--- src/hw/rtl/khsr_pkg.sv ---
// Package of the key hash slot router: slot table constants, command codes,
// state encodings and the CRC16-XMODEM byte step. No dependencies.
package khsr_pkg;

	// Slot table geometry.
	localparam int unsigned NUM_SLOTS  = 16384;
	localparam int unsigned SLOT_BITS  = 14;
	localparam int unsigned COUNT_BITS = 15;
	localparam logic [SLOT_BITS-1:0] SLOT_MAX = SLOT_BITS'(NUM_SLOTS - 1);

	// CRC16-XMODEM constants and hash tag delimiters.
	localparam logic [15:0] CRC_POLY    = 16'h1021;
	localparam logic [15:0] CRC_MSB     = 16'h8000;
	localparam logic [7:0]  OPEN_BRACE  = 8'h7B;
	localparam logic [7:0]  CLOSE_BRACE = 8'h7D;

	// Command codes carried on the kind field.
	typedef enum logic [2:0] {
		KIND_KEY_BYTE  = 3'd0,
		KIND_EMPTY_KEY = 3'd1,
		KIND_CLEAR     = 3'd2,
		KIND_FILL      = 3'd3,
		KIND_SET       = 3'd4,
		KIND_LOOKUP    = 3'd5
	} kind_t;

	// Hash tag tracker phases.
	typedef enum logic [2:0] {
		TAG_NONE   = 3'b001,
		TAG_INSIDE = 3'b010,
		TAG_CLOSED = 3'b100
	} tag_phase_t;

	// Table sequencer states.
	typedef enum logic [2:0] {
		ST_IDLE  = 3'b001,
		ST_CLEAR = 3'b010,
		ST_FILL  = 3'b100
	} state_t;

	// Controls from the sequencer to the key hasher.
	typedef struct packed {
		logic byte_en;
		logic restart;
	} hash_ctl_t;

	// One byte of CRC16-XMODEM, MSB first, no reflection.
	function automatic logic [15:0] crc16_byte(input logic [15:0] crc, input logic [7:0] b);
		logic [15:0] c;
		c = crc ^ {b, 8'h00};
		for (int i = 0; i < 8; i++) begin
			if ((c & CRC_MSB) != 16'h0000) begin
				c = {c[14:0], 1'b0} ^ CRC_POLY;
			end else begin
				c = {c[14:0], 1'b0};
			end
		end
		return c;
	endfunction

endpackage

--- src/hw/rtl/khsr_hash.sv ---
// Key hasher: running CRC16-XMODEM over the whole key and over its hash tag.
// Depends on khsr_pkg.
module khsr_hash (
	input  logic                            clk,
	input  logic                            arst_n,
	input  khsr_pkg::hash_ctl_t             ctl,
	input  logic [7:0]                      key_byte,
	input  logic                            last,
	output logic [khsr_pkg::SLOT_BITS-1:0]  slot
);

	logic [15:0]          crc_whole_q;
	logic [15:0]          crc_tag_q;
	khsr_pkg::tag_phase_t phase_q;
	logic                 nonempty_q;

	logic [15:0]          whole_nx;
	logic [15:0]          tag_upd;
	logic [15:0]          tag_nx;
	logic [15:0]          crc_sel;
	khsr_pkg::tag_phase_t phase_nx;
	logic                 nonempty_nx;

	// Next hash state for the byte on the input.
	always_comb begin
		whole_nx    = khsr_pkg::crc16_byte(crc_whole_q, key_byte);
		tag_upd     = khsr_pkg::crc16_byte(crc_tag_q, key_byte);
		tag_nx      = crc_tag_q;
		phase_nx    = phase_q;
		nonempty_nx = nonempty_q;
		unique case (phase_q)
			khsr_pkg::TAG_NONE: begin
				if (key_byte == khsr_pkg::OPEN_BRACE) begin
					phase_nx = khsr_pkg::TAG_INSIDE;
				end
			end
			khsr_pkg::TAG_INSIDE: begin
				if (key_byte == khsr_pkg::CLOSE_BRACE) begin
					phase_nx = khsr_pkg::TAG_CLOSED;
				end else begin
					tag_nx      = tag_upd;
					nonempty_nx = 1'b1;
				end
			end
			khsr_pkg::TAG_CLOSED: begin
				phase_nx = khsr_pkg::TAG_CLOSED;
			end
			default: begin
				phase_nx = khsr_pkg::TAG_NONE;
			end
		endcase
	end

	// A closed, nonempty tag selects the tag hash; otherwise the whole key.
	always_comb begin
		if (phase_nx == khsr_pkg::TAG_CLOSED && nonempty_nx) begin
			crc_sel = tag_nx;
		end else begin
			crc_sel = whole_nx;
		end
	end

	assign slot = crc_sel[khsr_pkg::SLOT_BITS-1:0];

	// Hash registers return to their start value after each key.
	always_ff @(posedge clk or negedge arst_n) begin
		if (!arst_n) begin
			crc_whole_q <= '0;
			crc_tag_q   <= '0;
			phase_q     <= khsr_pkg::TAG_NONE;
			nonempty_q  <= 1'b0;
		end else if (ctl.restart || (ctl.byte_en && last)) begin
			crc_whole_q <= '0;
			crc_tag_q   <= '0;
			phase_q     <= khsr_pkg::TAG_NONE;
			nonempty_q  <= 1'b0;
		end else if (ctl.byte_en) begin
			crc_whole_q <= whole_nx;
			crc_tag_q   <= tag_nx;
			phase_q     <= phase_nx;
			nonempty_q  <= nonempty_nx;
		end
	end

endmodule

--- config.mk ---
export PLATFORM = sky130hd
export DESIGN_NAME = khsr_hash
export DESIGN_NICKNAME = d
export VERILOG_FILES = /design/src/hw/rtl/khsr_pkg.sv /design/src/hw/rtl/khsr_hash.sv
export SDC_FILE = /design/constraint.sdc
export NUM_CORES = 1
export LEC_CHECK = 0
export BUFFER_PORTS_ARGS = -buffer_cell sky130_fd_sc_hd__buf_2
export CAP_MARGIN = 10
export CELL_PAD_IN_SITES_DETAIL_PLACEMENT = 1
export CELL_PAD_IN_SITES_GLOBAL_PLACEMENT = 1
export CORE_MARGIN = 2
export CORE_UTILIZATION = 47
export CTS_CLUSTER_DIAMETER = 40
export CTS_CLUSTER_SIZE = 14
export DETAILED_ROUTE_END_ITERATION = 8
export GPL_TIMING_DRIVEN = 1
export MAX_ROUTING_LAYER = met4
export PLACE_DENSITY_LB_ADDON = 0.05
export SYNTH_ARGS = -nofsm -noshare
export SYNTH_HDL_FRONTEND = slang
export SYNTH_SLANG_ARGS = --single-unit
export TNS_END_PERCENT = 100
--- constraint.sdc ---
create_clock -name clk -period 2.5 [get_ports clk]
set_clock_uncertainty 0.15 [all_clocks]
set_input_delay 0.125 -clock clk [delete_from_list [all_inputs] [get_ports clk]]
set_output_delay 0.125 -clock clk [all_outputs]
set_load 0.05 [all_outputs]
# Yosys cells after proc, flatten, opt, wreduce, memory -nomap -nowiden
# Cells that the tools add are included.
# W data, S select, Z words.
# op_classes
n_eq_ne,6
muxes,32
bitwise_logic,18
n_reduce_logical,4
# op_table
op,n
$mux W13,16
$mux W16,6
$not A3 Y3,16
$xor A16 B16 Y16,2
$eq A8 B7 Y1 const B,2
$mux W14,1
$mux W3,4
$pmux W3 S3,1
$eq A3 B3 Y1 const B,2
$mux W1,4
$eq A3 B1 Y1 const B,1
$eq A3 B2 Y1 const B,1
$logic_and A1 B1 Y1,2
$reduce_bool A2 Y1,1
$logic_or A1 B1 Y1,1
# totals
register_bits,36
inputBits,13
output_inout_bits,14
wordCells,64

# Logic depth before layout (Yosys ltp)
# Gate-level depths: netlist of the first run.
# logic_depth
word_depth,21
ltp_mapped,6
mapped_depth_nobuf,4

# Worst setup path after synthesis of the first run
# No wires, ideal clock.
# synth_path
path_type,reg-to-output
start,register phase_q[2]
end,output slot[1] in the netlist's numbering
arrival_time_ps,2068
t_required_ps,2225
slack_ps,157
path_stages_with_launch,6
n_path_buf,1
cell_sequence,dfrtp_1 nor3b_1 o21a_1 buf_2 mux2i_1 mux2i_1
# synth_between
elab_chain_cells,5
elab_cells_between_ends,11
cone_classes,4 x eq/ne; 6 x mux; 1 x reduce/logical
# synth_lines
item,line_no,source
start: declaration,khsr_hash.sv:14,khsr_pkg::tag_phase_t phase_q;
start signal: assignment,khsr_hash.sv:70,phase_q <= khsr_pkg::TAG_NONE;
start signal: assignment,khsr_hash.sv:75,phase_q <= khsr_pkg::TAG_NONE;
start signal: assignment,khsr_hash.sv:80,phase_q <= phase_nx;
$eq A3 B3 Y1 (tied with other cells),khsr_hash.sv:31,unique case (phase_q)
$pmux W3 S3,khsr_hash.sv:31,
$eq A3 B3 Y1,khsr_hash.sv:56,if (phase_nx == khsr_pkg::TAG_CLOSED && nonempty_nx) begin
$logic_and A1 B1 Y1,khsr_hash.sv:56,
$mux W14 (*),khsr_hash.sv:56,
end: declaration,khsr_hash.sv:9,output logic [khsr_pkg::SLOT_BITS-1:0] slot
# Every way passes the cells marked *; elsewhere a longest branch is shown, timed or not.

# Worst setup path after layout of the first run
# layout_path
start,register crc_whole_q[12]
end,output slot[12] in the netlist's numbering
# layout_between
elab_chain_cells,4
# layout_lines
item,line_no,source
start: declaration,khsr_hash.sv:12,logic [15:0] crc_whole_q;
start signal: assignment,khsr_hash.sv:78,crc_whole_q <= whole_nx;
$xor A16 B16 Y16,khsr_pkg.sv:50,"c = crc ^ {b, 8'h00};"
$mux W13 (2 in series),khsr_pkg.sv:52,if ((c & CRC_MSB) != 16'h0000) begin
$mux W14,khsr_hash.sv:56,
# No other way between the ends.

==> summary.md, run 1 <==
| Metric | Value |
|---|---|
| Worst reg-to-reg setup slack | 0.62 ns |
| PortBufs | 26 |
| RSZ-0062 raised after global routing | false |
| Width of the die | 75.6 um |
| Internal Dissipation | 1.09 mW |
| Post-route design area | 2740 um2 |
| Final Slew Violations | 0 |
| Switching power as a share of total power | 0.430 |
| Initial core utilization | 0.478 |
| Post-route setup TNS | 0 ns |
| Area of combinational cells with multiple inputs | 1470 um2 |
| Hold crit path type | in -> reg |
| Sequential group share of total power | 0.331 |
| Global router's overall resource usage | 0.252 |
| Die Y | 75.6 um |
| Mean number of vias per cell | 5.61 |
| Number of failing hold endpoints at the final stage | 0 |
| Detailed router's first-iteration violation count | 105 |
| Remaining max-slew budget at the tightest pin | 0.419 |
| Total core area | 5040 um2 |
| Worst-path clk slew | 0.07 ns |
| Required arrival time at the worst endpoint | 2.23 ns |
| Share of total power in the clock network | 0.214 |
| H-tree depth reported by CTS | 2 |
| Final ANT Viol Nets | 0 |
| Clock network latency to the later pin of the worst-skew pair | 0.29 ns |
| Post-route clock period utilization | 0.960 |
| Total CTS buffers | 5 |
| Via count | 1778 |
| Cell Pwr Density | 702 nW/um2 |
| Antenna diode instance count | 0 |
| Die footprint | 5720 um2 |
| Status | complete, no violations |
| Count of unique library cells instantiated by Yosys | 41 |
| Static Leakage | 1.28 nW |
| Highest clock frequency the design can meet | 0.417 GHz |
| Total Wirelength | 6.45 mm |
| Antenna violations before repair | 0 |
| Slowest-stage cell, CP | sky130_fd_sc_hd__xnor3_1 |
| DP HPWL | 4.84 mm |
| Worst Max-Slew Pin Slew | 0.872 ns |
| P&R area growth vs syn | 13.4% |
| Max capacitance violation total | 0 |
| Post-synthesis register bit count | 36 |
| Worst setup timing slack at the placement stage | 0.326 ns |
| Fraction of final layout cells sized beyond drive strength 1 | 0.206 |
| Remaining DRCs | 0 |
| Fraction of the yosys area taken by sequential cells | 0.374 |
| Worst vdd ir | 0.387 mV |
| Iteration count of the initial detailed-routing pass | 4 |
| Seq. cell area | 902 um2 |
| Placed instance area | 2610 um2 |
| Endpoint kind of the worst setup timing path | output port |
| Maximum net fanout on the critical path | 4 |
| Final critical-path required period | 2.40 ns |
| Maximum number of pins on one net before global-route repair | 37 |
| Ordered cell list for the critical path | xnor2_1 -> xnor3_1 -> mux2_2 -> buf_2 |
| Last weighted congestion value of the routability-driven placer | 0.859 |
| Number of fill cells | 582 |
| Count of endpoints failing setup in the final report | 0 |
| Setup Crit Path Kind | reg -> out |
| Post-Syn Area per Cell | 11.1 um2 |
| GRT overflow | 0 |
| Data arrival time of the worst path | 2.12 ns |
| CP startpoint kind | flop |
| Buffer type at the clock tree root | sky130_fd_sc_hd__clkbuf_8 |
| Worst r2r dst | crc_tag_q[0]$_DFFE_PN0P_ |
| Combined area of all synthesized cells | 2410 um2 |
| Buffers inserted by post-CTS timing repair | 0 |
| Num rows | 26 |
| Post-synthesis instance total | 217 |
| CP Capture Point | slot[12] |
| Wire per inst | 20.3 um |
| Number of sinks driven by the clock tree | 36 |
| Logic pwr share | 0.455 |
| Reg2Reg Launch Point | phase_q[1]$_DFFE_PN0P_ |
| Number of nets produced by synthesis | 230 |
| Final layout net count | 259 |
| Global-route wire length before repair | 10.0 mm |
| Worst Slack Setup Final | 0.100 ns |
| Switching power | 826 uW |
| FF-to-FF path depth | 4 |
| Worst stage delay on the critical path | 0.52 ns |
| Number of warning messages in the yosys log | 0 |
| Launch point of the critical path | crc_whole_q[12]$_DFFE_PN0P_ |
| Vias in the first global route | 1893 |
| IO Pins | 27 |
| TritonCTS clock tree | built |
| Clock Path Buffers | 2 |
## sequential cells by signal, summed over array words and instances, names as in the netlist
| name | flops |
|---|---|
| nonempty_q | 1 |
| crc_tag_q | 16 |
| crc_whole_q | 16 |
| phase_q | 3 |
## synthesized netlist by cell type (all sizes together)
master / n / area share
nand3b: 2 / 0.0062
or4: 1 / 0.0047
and3: 1 / 0.0026
buf: 6 / 0.014
a21o: 3 / 0.0093
a21oi: 6 / 0.012
and2: 4 / 0.011
xnor2: 31 / 0.13
a22oi: 1 / 0.0031
or3: 3 / 0.0078
o2bb2ai: 2 / 0.0073
dfstp: 1 / 0.011
xor2: 8 / 0.029
nor4: 1 / 0.0026
nand2: 4 / 0.0062
a211oi: 8 / 0.025
nand3: 2 / 0.0042
a2bb2oi: 1 / 0.0036
xor3: 5 / 0.049
clkbuf: 4 / 0.0062
mux2i: 22 / 0.091
dfrtp: 35 / 0.36
nor2b: 2 / 0.0052
nand2b: 4 / 0.010
o21bai: 1 / 0.0031
xnor3: 5 / 0.047
o31ai: 2 / 0.0062
o21ai: 8 / 0.017
o21a: 1 / 0.0031
nor2: 22 / 0.034
mux2: 3 / 0.014
inv: 3 / 0.0047
a22o: 11 / 0.040
nand4b: 3 / 0.017
nor3b: 1 / 0.0031
## cells in the final DEF (no fill, tap or decap), drive strengths merged, types with 2 or more instances in the layout
cell type / n
a211oi: 8
a21o: 3
a21oi: 6
a22o: 11
and2: 4
buf: 29
clkbuf: 8
dfrtp: 35
dlygate4sd3: 2
inv: 3
mux2: 3
mux2i: 22
nand2: 4
nand2b: 4
nand3: 2
nand3b: 2
nand4b: 3
nor2: 22
nor2b: 2
o21ai: 8
o2bb2ai: 2
o31ai: 2
or3: 3
xnor2: 31
xnor3: 5
xor2: 8
xor3: 5
## worst max-delay path, delay by kind of cell, from the launching register on
kind / cells / cell delay, ns
DFF: 1 / 0.44
xor gates and xnor gates: 2 / 0.91
buffers and inverters: 1 / 0.22
muxes: 1 / 0.27
## power by group through the flow
stage | combinational, mW | sequential (mW) | clock, mW
6_report | 0.874 | 0.635 | 0.410
5_1_grt | 0.923 | 0.639 | 0.441
4_1_cts | 0.875 | 0.635 | 0.422
3_5_place_dp | 0.870 | 0.646 | 0
3_3_place_gp | 0.850 | 0.642 | 0
2_1_floorplan | 0.670 | 0.638 | 0
## stage by stage
stage | instances | util | total power, mW | hold slack (ns)
after detailed placement | 307 | 0.518 | 1.52 | 0.133
final | 317 | 0.542 | 1.92 | 0.109
after CTS | 317 | 0.538 | 1.93 | 0.0995
after global routing | 317 | 0.542 | 2.00 | 0.123
after global placement | 307 | 0.518 | 1.49 | 0.112
after floorplan | 217 | - | 1.31 | -0.321
## per-layer routing
layer	GRT usage	vias up	share of wire	wire (um)
met2	0.421	33	0.51	3290
met3	0.0317	10	0.023	151
met5	-	-	0	0
met1	0.316	905	0.45	2880
met4	0.0877	0	0.019	125
li1	-	830	-	-
## cell families after synthesis
| group | Yosys count | share of synthesized area |
|---|---|---|
| AND/OR/NAND/NOR | 50 | 0.116 |
| XOR/XNOR | 49 | 0.250 |
| AO/OA/AOI/OAI | 44 | 0.130 |
| flip-flops | 36 | 0.374 |
| multiplexers | 25 | 0.105 |
| buffers and inverters | 13 | 0.0249 |
## final cells by class
type / instances / share of cell area
Clock buffer: 7 / 0.0279
Multi-Input combinational cell: 168 / 0.538
Tap cell: 70 / 0.0320
Timing Repair Buffer: 32 / 0.0668
Clock inverter: 1 / 0.00183
Inverter: 3 / 0.00412
Sequential cell: 36 / 0.330
## timing repair
action                                 CTS  global route
endpoints found under the hold margin   37             0
setup endpoints to repair                0            10
hold buffers                             2             0
resized for setup                        0             5
## worst min-delay path by stage
stage | start | end | slack, ns | depth (start not counted)
final | last | phase_q[2]$_DFFE_PN0P_ | 0.11 | 4
after global routing | ctl[1] | crc_tag_q[12]$_DFFE_PN0P_ | 0.12 | 3
after CTS | last | phase_q[2]$_DFFE_PN0P_ | 0.1 | 4
after detailed placement | arst_n | crc_whole_q[5]$_DFFE_PN0P_ | 0.13 | 1
after global placement | arst_n | crc_whole_q[2]$_DFFE_PN0P_ | 0.11 | 1
after floorplan | arst_n | crc_tag_q[0]$_DFFE_PN0P_ | -0.32 | 0
No activity file was read; power rests on OpenSTA's default activity.
==> run 2: changes to the inputs <==
Settings changed: BUFFER_PORTS_ARGS -buffer_cell sky130_fd_sc_hd__buf_2 to -buffer_cell sky130_fd_sc_hd__buf_4.
==> summary.md, run 2 (same netlist as run 1, synthesis figures left out) <==
| Metric | Value |
|---|---|
| Count of endpoints failing setup in the final report | 0 |
| Die footprint | 5720 um2 |
| Global-route wire length before repair | 10.1 mm |
| Clock Path Buffers | 2 |
| Final critical-path required period | 2.34 ns |
| Met1 usage | 0.334 |
| CP Capture Point | slot[12] |
| Most frequent cells in the layout | 35 x sky130_fd_sc_hd__dfrtp_1, 29 x sky130_fd_sc_hd__buf_4, 26 x sky130_fd_sc_hd__xnor2_1 |
| Worst Max-Slew Pin Slew | 0.661 ns |
| Share of total power in the clock network | 0.266 |
| Endpoint kind of the worst setup timing path | output port |
| Die Y | 75.6 um |
| Highest clock frequency the design can meet | 0.427 GHz |
| Busiest layer in global routing | met2 |
| Fraction of final layout cells sized beyond drive strength 1 | 0.203 |
| Remaining max-slew budget at the tightest pin | 0.556 |
| Final cell count without fillers | 316 |
| Worst r2r dst | crc_tag_q[1]$_DFFE_PN0P_ |
| Wire per inst | 20.2 um |
| Worst vdd ir | 0.431 mV |
| IO Pins | 27 |
| Internal Dissipation | 1.30 mW |
| Setup Crit Path Kind | reg -> out |
| Final layout net count | 258 |
| Initial core utilization | 0.478 |
| Num rows | 26 |
| Met2 demand-to-capacity share in global routing | 0.410 |
| Max capacitance violation total | 0 |
| Worst reg-to-reg setup slack | 0.48 ns |
| Final Slew Violations | 0 |
| Clock network latency to the later pin of the worst-skew pair | 0.28 ns |
| Hold crit path type | in -> reg |
| Last weighted congestion value of the routability-driven placer | 0.844 |
| DP HPWL | 4.76 mm |
| Worst-path clk slew | 0.08 ns |
| P&R area growth vs syn | 17.2% |
| GRT overflow | 0 |
| Post-route clock period utilization | 0.938 |
| Switching power | 825 uW |
| Logic pwr share | 0.436 |
| Total core area | 5040 um2 |
| Status | complete, no violations |
| Worst Slack Setup Final | 0.156 ns |
| Met3 usage | 0.0344 |
| Buffer type at the clock tree root | sky130_fd_sc_hd__clkbuf_8 |
| Maximum net fanout on the critical path | 4 |
| Launch point of the critical path | crc_whole_q[12]$_DFFE_PN0P_ |
| Data arrival time of the worst path | 2.07 ns |
| Antenna diode instance count | 0 |
| Sequential group share of total power | 0.298 |
| Total CTS buffers | 5 |
| Post-Place Cells | 306 |
| Total Wirelength | 6.37 mm |
| Cell Pwr Density | 753 nW/um2 |
| Antenna violations before repair | 0 |
| TritonCTS clock tree | built |
| Maximum number of pins on one net before global-route repair | 37 |
| Remaining DRCs | 0 |
| Detailed router's first-iteration violation count | 93 |
| Mean number of vias per cell | 5.49 |
| Required arrival time at the worst endpoint | 2.23 ns |
| Reg2Reg Launch Point | phase_q[1]$_DFFE_PN0P_ |
| H-tree depth reported by CTS | 2 |
| Buffers inserted by post-CTS timing repair | 0 |
| Worst setup timing slack at the placement stage | 0.346 ns |
| Most common cell after layout, fill and taps aside | sky130_fd_sc_hd__dfrtp_1 |
| Global router's overall resource usage | 0.252 |
| PortBufs | 26 |
| Via count | 1736 |
| Top Registers | crc_tag_q x16, crc_whole_q x16, phase_q x3 |
| Vias in the first global route | 1843 |
| Number of sinks driven by the clock tree | 36 |
| Number of failing hold endpoints at the final stage | 0 |
| Static Leakage | 1.31 nW |
| Width of the die | 75.6 um |
| Iteration count of the initial detailed-routing pass | 4 |
| Final ANT Viol Nets | 0 |
| RSZ-0062 raised after global routing | false |
| Switching power as a share of total power | 0.388 |
| FF-to-FF path depth | 4 |
| CP startpoint kind | flop |
run 2: through the flow:
step           power (mW)  hold slack, ns  instance area (um2)  TNS, ns   util
3_5_place_dp         1.57         -0.0361                 2670        0  0.529
3_3_place_gp         1.55         -0.0355                 2670        0  0.529
5_1_grt              2.22           0.143                 2830        0  0.561
6_report             2.13           0.125                 2830        0  0.561
4_1_cts              2.15           0.114                 2810  -0.0278  0.558
2_1_floorplan        1.31          -0.321                 2410        0      -
run 2: how the worst min path moves through the flow:
stage                                        endpoint  slack (ns)   start  cells after the start
after floorplan              crc_tag_q[0]$_DFFE_PN0P_       -0.32  arst_n                      0
after global routing      crc_whole_q[12]$_DFFE_PN0P_        0.14    last                      4
after global placement     crc_whole_q[0]$_DFFE_PN0P_       -0.04  arst_n                      1
after detailed placement   crc_whole_q[1]$_DFFE_PN0P_       -0.04  arst_n                      1
after CTS                      phase_q[0]$_DFFE_PN1P_        0.11    last                      4
final                          phase_q[0]$_DFFE_PN1P_        0.12    last                      4
run 2: critical path: stages (launching register included):
cell,delay [ns]
sky130_fd_sc_hd__dfrtp_1,0.43
sky130_fd_sc_hd__xnor2_1,0.34
sky130_fd_sc_hd__xnor3_1,0.52
sky130_fd_sc_hd__mux2_2,0.29
sky130_fd_sc_hd__buf_4,0.19
run 2: final cells by class:
type,count,area [um2]
inverter,3,11.3
sequential,36,902
clock inverter,1,30.0
tap,70,87.6
multi-input combinational,168,1460
timing repair buffer,31,238
clock buffer,7,96.3
fill,556,2220
run 2: power groups by stage:
stage / Clock, mW / Combinational, mW / Sequential, mW
2_1_floorplan: 0 / 0.670 / 0.638
3_3_place_gp: 0 / 0.910 / 0.643
3_5_place_dp: 0 / 0.928 / 0.646
4_1_cts: 0.579 / 0.935 / 0.634
5_1_grt: 0.603 / 0.982 / 0.638
6_report: 0.566 / 0.928 / 0.635
run 2: routing by layer:
metal  wire length (um)  vias to the layer above
met2               3220                       31
met4                 78                        0
met5                  0                        -
met3                186                       12
met1               2890                      863
li1                   -                      830
run 2: repair_timing:
action | CTS | global route
gates resized for setup | 0 | 2
pin swaps | 0 | 0
cloned | 0 | 0
hold buffers | 2 | 0
endpoints found under the setup margin | 3 | 10
endpoints found under the hold margin | 39 | 0
